**src/assert_macros.svh**
```systemverilog
// ---------------------------------------------------------------------------
// Assertion macros
// Shared concurrent assertion forms, clocked on the rising edge and
// disabled while the asynchronous reset is held.
// ---------------------------------------------------------------------------
`ifndef ASSERT_MACROS_SVH
`define ASSERT_MACROS_SVH

// A condition that must hold at every clock edge out of reset.
`define ASSERT_ALWAYS(label, clk, rst_n, cond, msg) \
    label: assert property (@(posedge clk) disable iff (!rst_n) (cond)) \
        else $error(msg);

// A consequence that must hold in the same cycle as its antecedent.
`define ASSERT_IMPLIES(label, clk, rst_n, ante, cons, msg) \
    label: assert property (@(posedge clk) disable iff (!rst_n) (ante) |-> (cons)) \
        else $error(msg);

// A consequence that must hold in the cycle after its antecedent.
`define ASSERT_NEXT(label, clk, rst_n, ante, cons, msg) \
    label: assert property (@(posedge clk) disable iff (!rst_n) (ante) |=> (cons)) \
        else $error(msg);

`endif

```
**src/fqc_pkg.sv**
```systemverilog
// ---------------------------------------------------------------------------
// fqc_pkg
// Widths, command and status codes and the cell control type of the
// tagged queue with cancellation by id.
// ---------------------------------------------------------------------------
package fqc_pkg;

    localparam int ID_W  = 16;
    localparam int REF_W = 16;
    localparam int CMD_W = 2;
    localparam int ST_W  = 2;
    localparam int OCC_W = 5;

    localparam int DEFAULT_CAPACITY = 16;

    localparam logic [CMD_W-1:0] CMD_ADD    = 2'd0;
    localparam logic [CMD_W-1:0] CMD_TAKE   = 2'd1;
    localparam logic [CMD_W-1:0] CMD_CANCEL = 2'd2;
    localparam logic [CMD_W-1:0] CMD_NONE   = 2'd3;

    localparam logic [ST_W-1:0] ST_OK        = 2'd0;
    localparam logic [ST_W-1:0] ST_EMPTY     = 2'd1;
    localparam logic [ST_W-1:0] ST_NOT_FOUND = 2'd2;
    localparam logic [ST_W-1:0] ST_FULL      = 2'd3;

    // Control broadcast to every cell for the item being accepted.
    typedef struct packed {
        logic take;    // shift the whole row up one place
        logic cancel;  // shift up every cell at or behind the first match
    } cell_ctl_t;

endpackage

```
**src/fifo_queue_with_cancel_by_id.sv**
```systemverilog
// ---------------------------------------------------------------------------
// fifo_queue_with_cancel_by_id
// First-in first-out queue of tagged entries with add, take-head and
// cancel-by-id commands, built as a row of storage cells.
// ---------------------------------------------------------------------------
//
//  Channel   Direction  tdata (low bit up)                    tuser (low bit up)
//  s_axis    in         entry_id[15:0] entry_ref[31:16]       command[1:0]
//  m_axis    out        taken_id[15:0] taken_ref[31:16]       status[1:0]
//                       occupancy[36:32] zero[39:37]          taken_valid[2]
//
// For each item the cells compare their ids with the key in parallel,
// the first match ripples down the row and the cells behind it take
// their neighbour's entry at the clock edge that accepts the item. The
// result goes into an output register, so one item per cycle is accepted
// while the consumer keeps m_tready high. A stalled result holds the input
// side back until it is taken. Reset empties the queue at once; the cell
// contents are not cleared, as only slots below the fill count are read.
//
module fifo_queue_with_cancel_by_id #(
    parameter int CAPACITY = fqc_pkg::DEFAULT_CAPACITY
) (
    input  logic        clk,
    input  logic        rst_n,

    input  logic        s_tvalid,
    output logic        s_tready,
    input  logic [31:0] s_tdata,   // entry_id[15:0], entry_ref[31:16]
    input  logic [1:0]  s_tuser,   // command[1:0]

    output logic        m_tvalid,
    input  logic        m_tready,
    output logic [39:0] m_tdata,   // taken_id[15:0], taken_ref[31:16],
                                   // occupancy[36:32], zero[39:37]
    output logic [2:0]  m_tuser    // status[1:0], taken_valid[2]
);
    import fqc_pkg::*;

    `include "assert_macros.svh"

    localparam int CNT_W = $clog2(CAPACITY + 1);

    // Input side.
    logic             s_fire;
    logic [CMD_W-1:0] cmd;
    logic [ID_W-1:0]  in_id;
    logic [REF_W-1:0] in_ref;

    // Queue state.
    logic [CNT_W-1:0] fill_reg, fill_next;
    logic             is_empty, is_full, found;
    logic             add_ok, take_ok, cancel_ok;
    cell_ctl_t        ctl;

    // Cell row.
    logic [ID_W-1:0]  cell_id  [CAPACITY];
    logic [REF_W-1:0] cell_ref [CAPACITY];
    logic [CAPACITY:0] found_chain;

    // Output register.
    logic             out_valid_reg, out_valid_next;
    logic [ST_W-1:0]  out_status_reg, out_status_next;
    logic             out_taken_reg, out_taken_next;
    logic [ID_W-1:0]  out_id_reg, out_id_next;
    logic [REF_W-1:0] out_ref_reg, out_ref_next;
    logic [OCC_W-1:0] out_occ_reg, out_occ_next;
    logic [31:0]      fill_wide;

    assign s_tready = !out_valid_reg || m_tready;
    assign s_fire   = s_tvalid && s_tready;
    assign cmd      = s_tuser;
    assign in_id    = s_tdata[ID_W-1:0];
    assign in_ref   = s_tdata[ID_W+REF_W-1:ID_W];

    assign is_empty = (fill_reg == '0);
    assign is_full  = (fill_reg == CNT_W'(CAPACITY));
    assign found    = found_chain[CAPACITY];

    assign add_ok    = s_fire && (cmd == CMD_ADD) && !is_full;
    assign take_ok   = s_fire && (cmd == CMD_TAKE) && !is_empty;
    assign cancel_ok = s_fire && (cmd == CMD_CANCEL) && found;

    assign ctl.take   = take_ok;
    assign ctl.cancel = cancel_ok;

    assign found_chain[0] = 1'b0;

    // Slot 0 is the head; each cell takes the entry of the cell behind it
    // when the row closes a gap. The last cell has no neighbour and keeps
    // its own entry, which then lies beyond the fill count.
    for (genvar i = 0; i < CAPACITY; i++)
    begin : g_cell
        logic [ID_W-1:0]  nb_id;
        logic [REF_W-1:0] nb_ref;

        if (i == CAPACITY - 1)
        begin : g_tail
            assign nb_id  = cell_id[i];
            assign nb_ref = cell_ref[i];
        end
        else
        begin : g_mid
            assign nb_id  = cell_id[i+1];
            assign nb_ref = cell_ref[i+1];
        end

        fqc_cell u_cell (
            .clk       (clk),
            .ctl       (ctl),
            .occupied  (CNT_W'(i) < fill_reg),
            .load      (add_ok && (fill_reg == CNT_W'(i))),
            .key_id    (in_id),
            .key_ref   (in_ref),
            .nb_id     (nb_id),
            .nb_ref    (nb_ref),
            .found_in  (found_chain[i]),
            .found_out (found_chain[i+1]),
            .id        (cell_id[i]),
            .ref_out   (cell_ref[i])
        );
    end

    // Fill count and the result of the accepted item.
    always_comb
    begin
        fill_next = fill_reg;
        if (add_ok)
        begin
            fill_next = fill_reg + CNT_W'(1);
        end
        else if (take_ok || cancel_ok)
        begin
            fill_next = fill_reg - CNT_W'(1);
        end
    end

    // The reported occupancy is the fill count cut to five bits.
    assign fill_wide = 32'(fill_next);

    always_comb
    begin
        out_valid_next  = out_valid_reg;
        out_status_next = out_status_reg;
        out_taken_next  = out_taken_reg;
        out_id_next     = out_id_reg;
        out_ref_next    = out_ref_reg;
        out_occ_next    = out_occ_reg;

        if (m_tready)
        begin
            out_valid_next = 1'b0;
        end

        if (s_fire)
        begin
            out_valid_next  = 1'b1;
            out_status_next = ST_OK;
            out_taken_next  = take_ok;
            out_id_next     = take_ok ? cell_id[0]  : '0;
            out_ref_next    = take_ok ? cell_ref[0] : '0;
            out_occ_next    = fill_wide[OCC_W-1:0];

            case (cmd)
                CMD_ADD:
                begin
                    if (is_full)
                    begin
                        out_status_next = ST_FULL;
                    end
                end
                CMD_TAKE:
                begin
                    if (is_empty)
                    begin
                        out_status_next = ST_EMPTY;
                    end
                end
                CMD_CANCEL:
                begin
                    if (is_empty)
                    begin
                        out_status_next = ST_EMPTY;
                    end
                    else if (!found)
                    begin
                        out_status_next = ST_NOT_FOUND;
                    end
                end
                default:
                begin
                    // The unused command code leaves the queue as it is.
                    out_status_next = ST_OK;
                end
            endcase
        end
    end

    always_ff @(posedge clk or negedge rst_n)
    begin
        if (!rst_n)
        begin
            fill_reg      <= '0;
            out_valid_reg <= 1'b0;
        end
        else
        begin
            fill_reg      <= fill_next;
            out_valid_reg <= out_valid_next;
        end
    end

    always_ff @(posedge clk)
    begin
        out_status_reg <= out_status_next;
        out_taken_reg  <= out_taken_next;
        out_id_reg     <= out_id_next;
        out_ref_reg    <= out_ref_next;
        out_occ_reg    <= out_occ_next;
    end

    assign m_tvalid = out_valid_reg;
    assign m_tdata  = {3'b000, out_occ_reg, out_ref_reg, out_id_reg};
    assign m_tuser  = {out_taken_reg, out_status_reg};

    // The fill count never passes the capacity.
    `ASSERT_ALWAYS(a_fill_bound, clk, rst_n, fill_reg <= CNT_W'(CAPACITY),
        "fill count above capacity")

    // A taken entry is only reported with an ok status.
    `ASSERT_IMPLIES(a_taken_ok, clk, rst_n, out_valid_reg && out_taken_reg,
        out_status_reg == ST_OK, "taken entry with a failing status")

    // Without a take the taken fields read as zero.
    `ASSERT_IMPLIES(a_taken_zero, clk, rst_n, out_valid_reg && !out_taken_reg,
        out_id_reg == '0 && out_ref_reg == '0, "taken fields set without a take")

    // A take from a non-empty queue removes exactly one entry.
    `ASSERT_NEXT(a_take_count, clk, rst_n, take_ok,
        fill_reg == $past(fill_reg) - CNT_W'(1), "take did not remove one entry")

endmodule

```
**src/fqc_cell.sv**
```systemverilog
// ---------------------------------------------------------------------------
// fqc_cell
// One slot of the queue: holds an id and a record handle, compares its id
// with the search key and ripples the match on, and takes its neighbour's
// entry when the row closes a gap.
// ---------------------------------------------------------------------------
module fqc_cell (
    input  logic                       clk,
    input  fqc_pkg::cell_ctl_t         ctl,
    input  logic                       occupied,
    input  logic                       load,
    input  logic [fqc_pkg::ID_W-1:0]   key_id,
    input  logic [fqc_pkg::REF_W-1:0]  key_ref,
    input  logic [fqc_pkg::ID_W-1:0]   nb_id,
    input  logic [fqc_pkg::REF_W-1:0]  nb_ref,
    input  logic                       found_in,
    output logic                       found_out,
    output logic [fqc_pkg::ID_W-1:0]   id,
    output logic [fqc_pkg::REF_W-1:0]  ref_out
);
    import fqc_pkg::*;

    logic [ID_W-1:0]  id_reg,  id_next;
    logic [REF_W-1:0] ref_reg, ref_next;
    logic             shift;

    // A match only counts in a slot that holds an entry.
    assign found_out = found_in | (occupied & (id_reg == key_id));
    assign shift     = ctl.take | (ctl.cancel & found_out);

    always_comb
    begin
        id_next  = id_reg;
        ref_next = ref_reg;
        if (shift)
        begin
            id_next  = nb_id;
            ref_next = nb_ref;
        end
        else if (load)
        begin
            id_next  = key_id;
            ref_next = key_ref;
        end
    end

    always_ff @(posedge clk)
    begin
        id_reg  <= id_next;
        ref_reg <= ref_next;
    end

    assign id      = id_reg;
    assign ref_out = ref_reg;

endmodule

```
**config.mk**
```make
export PLATFORM = sky130hd
export DESIGN_NAME = fifo_queue_with_cancel_by_id
export DESIGN_NICKNAME = d
export VERILOG_FILES = /design/src/fqc_pkg.sv /design/src/fifo_queue_with_cancel_by_id.sv /design/src/fqc_cell.sv
export VERILOG_INCLUDE_DIRS = /design/src /design/src/src
export SDC_FILE = /design/constraint.sdc
export NUM_CORES = 1
export LEC_CHECK = 0
export ABC_CLOCK_PERIOD_IN_PS = 14200
export BUFFER_PORTS_ARGS = -buffer_cell sky130_fd_sc_hd__buf_2
export CAP_MARGIN = 20
export CORE_MARGIN = 4
export CORE_UTILIZATION = 38
export DETAILED_ROUTE_END_ITERATION = 10
export GPL_TIMING_DRIVEN = 0
export SLEW_MARGIN = 20
export SYNTH_ARGS = -nofsm -noshare
export SYNTH_HDL_FRONTEND = slang
export SYNTH_SLANG_ARGS = --single-unit
```
**constraint.sdc**
```tcl
create_clock -name clk -period 14.2 [get_ports clk]
set_input_delay 1.42 -clock clk [delete_from_list [all_inputs] [get_ports clk]]
set_output_delay 1.42 -clock clk [all_outputs]
set_load 0.005 [all_outputs]
```
==> load_flow_metrics.sql <==
INSERT INTO impl_metrics (metric_group, metric, value, unit) VALUES
('outcome', 'outcome', 'finished clean', ''),
('cells_and_area', 'syn2layout_area_growth', '14.5', '%'),
('logic_synthesis', 'mappedNetlistArea', '28400', 'sq um'),
('place', 'place.detailed.hpwl', '57900', 'microns'),
('worst_hold_path', 'hold_start', 'g_cell[0].u_cell.ref_out[15]', ''),
('timing', 'grt_setup_unrepaired', 'no', ''),
('clock_network', 'cts.htree.levels', '2', ''),
('die', 'start_util', '0.386', ''),
('critical_path', 'regToRegEndpoint', 'g_cell[9].u_cell.id[4]', ''),
('die', 'io-pin-count', '83', ''),
('timing', 'final.period_utilization', '0.361', ''),
('critical_path', 'crit-reg2reg-launch', 'fill_reg[1]', ''),
('die', 'design.core.area', '73500', 'sq um'),
('die', 'die_x', '281', 'microns'),
('clock_network', 'clock_sink_count', '558', ''),
('critical_path', 'critPathMaxFanout', '10', ''),
('die', 'design.die.area', '79000', 'sq um'),
('die', 'die_height', '281', 'microns'),
('logic_synthesis', 'post-synth-top-area-cell', 'sky130_fd_sc_hd__edfxtp_1', ''),
('logic_synthesis', 'synth_seq_cells', '558', ''),
('timing', 'max_freq', '195', 'MHz'),
('critical_path', 'setup.reg_to_reg.worst_slack', '9.28', 'ns'),
('timing', 'worst_slew_margin_rel', '0.375', ''),
('clock_network', 'cts_max_path_buffers', '3', ''),
('power_and_ir_drop', 'p_per_area', '124', 'nW/um^2'),
('logic_synthesis', 'synth.lib_cells_used.distinct', '62', ''),
('clock_network', 'tritoncts.num_buffers', '57', ''),
('drt', 'drt_wl_total', '76100', 'microns'),
('clock_network', 'tritoncts_clock_tree', 'yes', ''),
('logic_synthesis', 'synth_top_cell_area_share', '0.585', ''),
('global_routing', 'grt_pass1_vias', '16553', ''),
('drt', 'first_iter_violations', '1321', ''),
('clock_network', 'insertion_delay', '0.63', 'ns'),
('drt', 'antenna_violating_nets_post_route', '0', ''),
('critical_path', 'worstPathArrival', '5.45', 'ns'),
('logic_synthesis', 'syn-mean-instance-area', '15.5', 'sq um'),
('cells_and_area', 'nFillCells', '6463', ''),
('clock_network', 'cts.hold.buffers_added', '0', ''),
('cells_and_area', 'fraction_of_final_layout_cells_sized_beyond_drive_strength_1', '0.399', ''),
('logic_synthesis', 'synth_edf_count', '552', ''),
('cells_and_area', 'ff_latch_area', '16700', 'sq um'),
('place', 'gp_congestion', '0.944', ''),
('place', 'dp_slack', '8.66', 'ns'),
('clock_network', 'post_cts_resized', '0', ''),
('timing', 'final.setup_skew', '0.0202', 'ns'),
('logic_synthesis', 'yosys_most_used_dff', 'sky130_fd_sc_hd__edfxtp_1', ''),
('logic_synthesis', 'synth_cells', '1827', ''),
('power_and_ir_drop', 'ir_drop', '92.9', 'uV'),
('timing', 'post-route-worst-setup-slack', '9.07', 'ns'),
('drt', 'via_per_inst', '5.37', ''),
('worst_hold_path', 'worst_hold_path_stage_count', '1', ''),
('critical_path', 'critPathKind', 'input port to register', ''),
('cells_and_area', 'post_layout_nets', '2040', ''),
('timing', 'final.setup.tns', '0', 'ns'),
('die', 'fp-row-count', '99', ''),
('worst_hold_path', 'holdCritPathClass', 'register to register', ''),
('drt', 'route.vias.total', '16146', ''),
('global_routing', 'grt_start_max_net_pins', '33', ''),
('worst_hold_path', 'hold-path-endpoint', 'out_ref_reg[15]', ''),
('logic_synthesis', 'async_reset_ff_frac', '0.0108', ''),
('global_routing', 'antenna_violations_before_repair', '4', ''),
('critical_path', 'crit_required', '14.52', 'ns'),
('timing', 'maxSlewViolCount', '0', ''),
('place', 'io_buffer_count', '77', ''),
('logic_synthesis', 'synth.area.top_cells', 'sky130_fd_sc_hd__edfxtp_1 (58%), sky130_fd_sc_hd__mux2_2 (13%), sky130_fd_sc_hd__mux2_4 (7.7%)', ''),
('drt', 'route.detailed.drc', '0', ''),
('drt', 'drt_pre_antenna_iters', '5', ''),
('timing', 'setup_viol', '0', ''),
('drt', 'routed_wire_length_per_instance', '25.3', 'microns'),
('logic_synthesis', 'synthMostInstantiatedCell', 'sky130_fd_sc_hd__edfxtp_1', ''),
('global_routing', 'gr-total-overflow', '0', '');
-- report_power, final --
group          internal, mW  switching, mW
Sequential             1.90         0.0335
Clock                 0.877          0.659
Combinational         0.204          0.356
Total                  2.98           1.05
-- cell usage in the layout, fill, tap and decap left out, types with 5 or more instances in the layout --
cell and n:
sky130_fd_sc_hd__nand4_1 15, sky130_fd_sc_hd__edfxtp_1 552, sky130_fd_sc_hd__clkinv_1 7, sky130_fd_sc_hd__clkbuf_1 54, sky130_fd_sc_hd__clkinv_2 11, sky130_fd_sc_hd__nor3_1 17, sky130_fd_sc_hd__nor4_1 84, sky130_fd_sc_hd__nor4b_1 6
sky130_fd_sc_hd__nand3_1 31, sky130_fd_sc_hd__mux2_2 334, sky130_fd_sc_hd__nor2_1 30, sky130_fd_sc_hd__dfrtp_1 6, sky130_fd_sc_hd__clkbuf_16 57, sky130_fd_sc_hd__buf_16 7, sky130_fd_sc_hd__and2_1 35, sky130_fd_sc_hd__nand2b_1 8
sky130_fd_sc_hd__buf_6 39, sky130_fd_sc_hd__buf_4 41, sky130_fd_sc_hd__inv_1 6, sky130_fd_sc_hd__nand2_1 27, sky130_fd_sc_hd__xnor2_1 43, sky130_fd_sc_hd__o21ai_4 10, sky130_fd_sc_hd__ha_1 5, sky130_fd_sc_hd__or4_1 5
sky130_fd_sc_hd__bufinv_16 6, sky130_fd_sc_hd__clkbuf_8 5, sky130_fd_sc_hd__o22ai_1 10, sky130_fd_sc_hd__a21oi_1 7, sky130_fd_sc_hd__o21ai_0 11, sky130_fd_sc_hd__buf_2 114, sky130_fd_sc_hd__buf_1 5, sky130_fd_sc_hd__nand3b_1 5
sky130_fd_sc_hd__xor2_1 220, sky130_fd_sc_hd__mux2_4 146
-- critical path, cell delays in order --
cell and delay [ns]:
sky130_fd_sc_hd__buf_2 0.09, sky130_fd_sc_hd__buf_2 0.22, sky130_fd_sc_hd__buf_6 0.22, sky130_fd_sc_hd__buf_4 0.25
sky130_fd_sc_hd__xor2_1 0.18, sky130_fd_sc_hd__nor4b_1 0.51, sky130_fd_sc_hd__o21ai_0 0.33, sky130_fd_sc_hd__o22ai_2 0.26
sky130_fd_sc_hd__a311oi_1 0.12, sky130_fd_sc_hd__a31oi_4 0.53, sky130_fd_sc_hd__o21ai_4 0.21, sky130_fd_sc_hd__buf_6 0.22
sky130_fd_sc_hd__o41ai_2 0.13, sky130_fd_sc_hd__buf_4 0.29, sky130_fd_sc_hd__buf_2 0.21, sky130_fd_sc_hd__buf_2 0.23
-- worst max path at each step --
stage / startpoint / endpoint / slack, ns
after floorplan: m_tready / g_cell[5].u_cell.id[0] / 8.18
after global placement: m_tready / g_cell[5].u_cell.id[2] / 5.66
after detailed placement: s_tdata[4] / g_cell[5].u_cell.id[4] / 8.66
after CTS: s_tdata[4] / g_cell[5].u_cell.id[4] / 9.30
after global routing: s_tdata[4] / g_cell[5].u_cell.id[1] / 9.00
final: s_tdata[4] / g_cell[5].u_cell.id[1] / 9.07
-- through the flow --
step	total power, mW	cells	area, sq um	utilization
finish	4.03	3004	32400	0.442
CTS	4.05	3002	32400	0.442
global route	4.16	3003	32400	0.442
floorplan	2.29	1829	28400	-
detailed placement	2.51	2897	30600	0.416
global placement	2.48	2865	29900	0.408
-- logic make-up after synthesis --
group,share of synthesized area
compound gates,0.0213
xor+xnor,0.0812
fa+ha+maj,0.00221
buf+inv,0.0350
flops,0.590
mux,0.210
other cells,0.000132
simple gates,0.0602
-- area by class of cell --
class,instances,area share
Timing Repair Buffer,109,0.0259
Multi-Input combinational cell,1118,0.333
Antenna cell,2,0.000154
Inverter,8,0.000925
Tap cell,959,0.0370
Clock buffer,75,0.0476
Clock inverter,30,0.0108
Buffer,145,0.0296
Sequential cell,558,0.515
-- routing by layer --
metal  vias to the layer above  part of all wire  GRT usage
met1                      8125              0.43      0.254
met3                       147             0.066     0.0370
met4                         4             0.036     0.0695
li1                       7264                 -          -
met5                         -           0.00035          0
met2                       606              0.46      0.306
No activity file was read; power rests on OpenSTA's default activity.
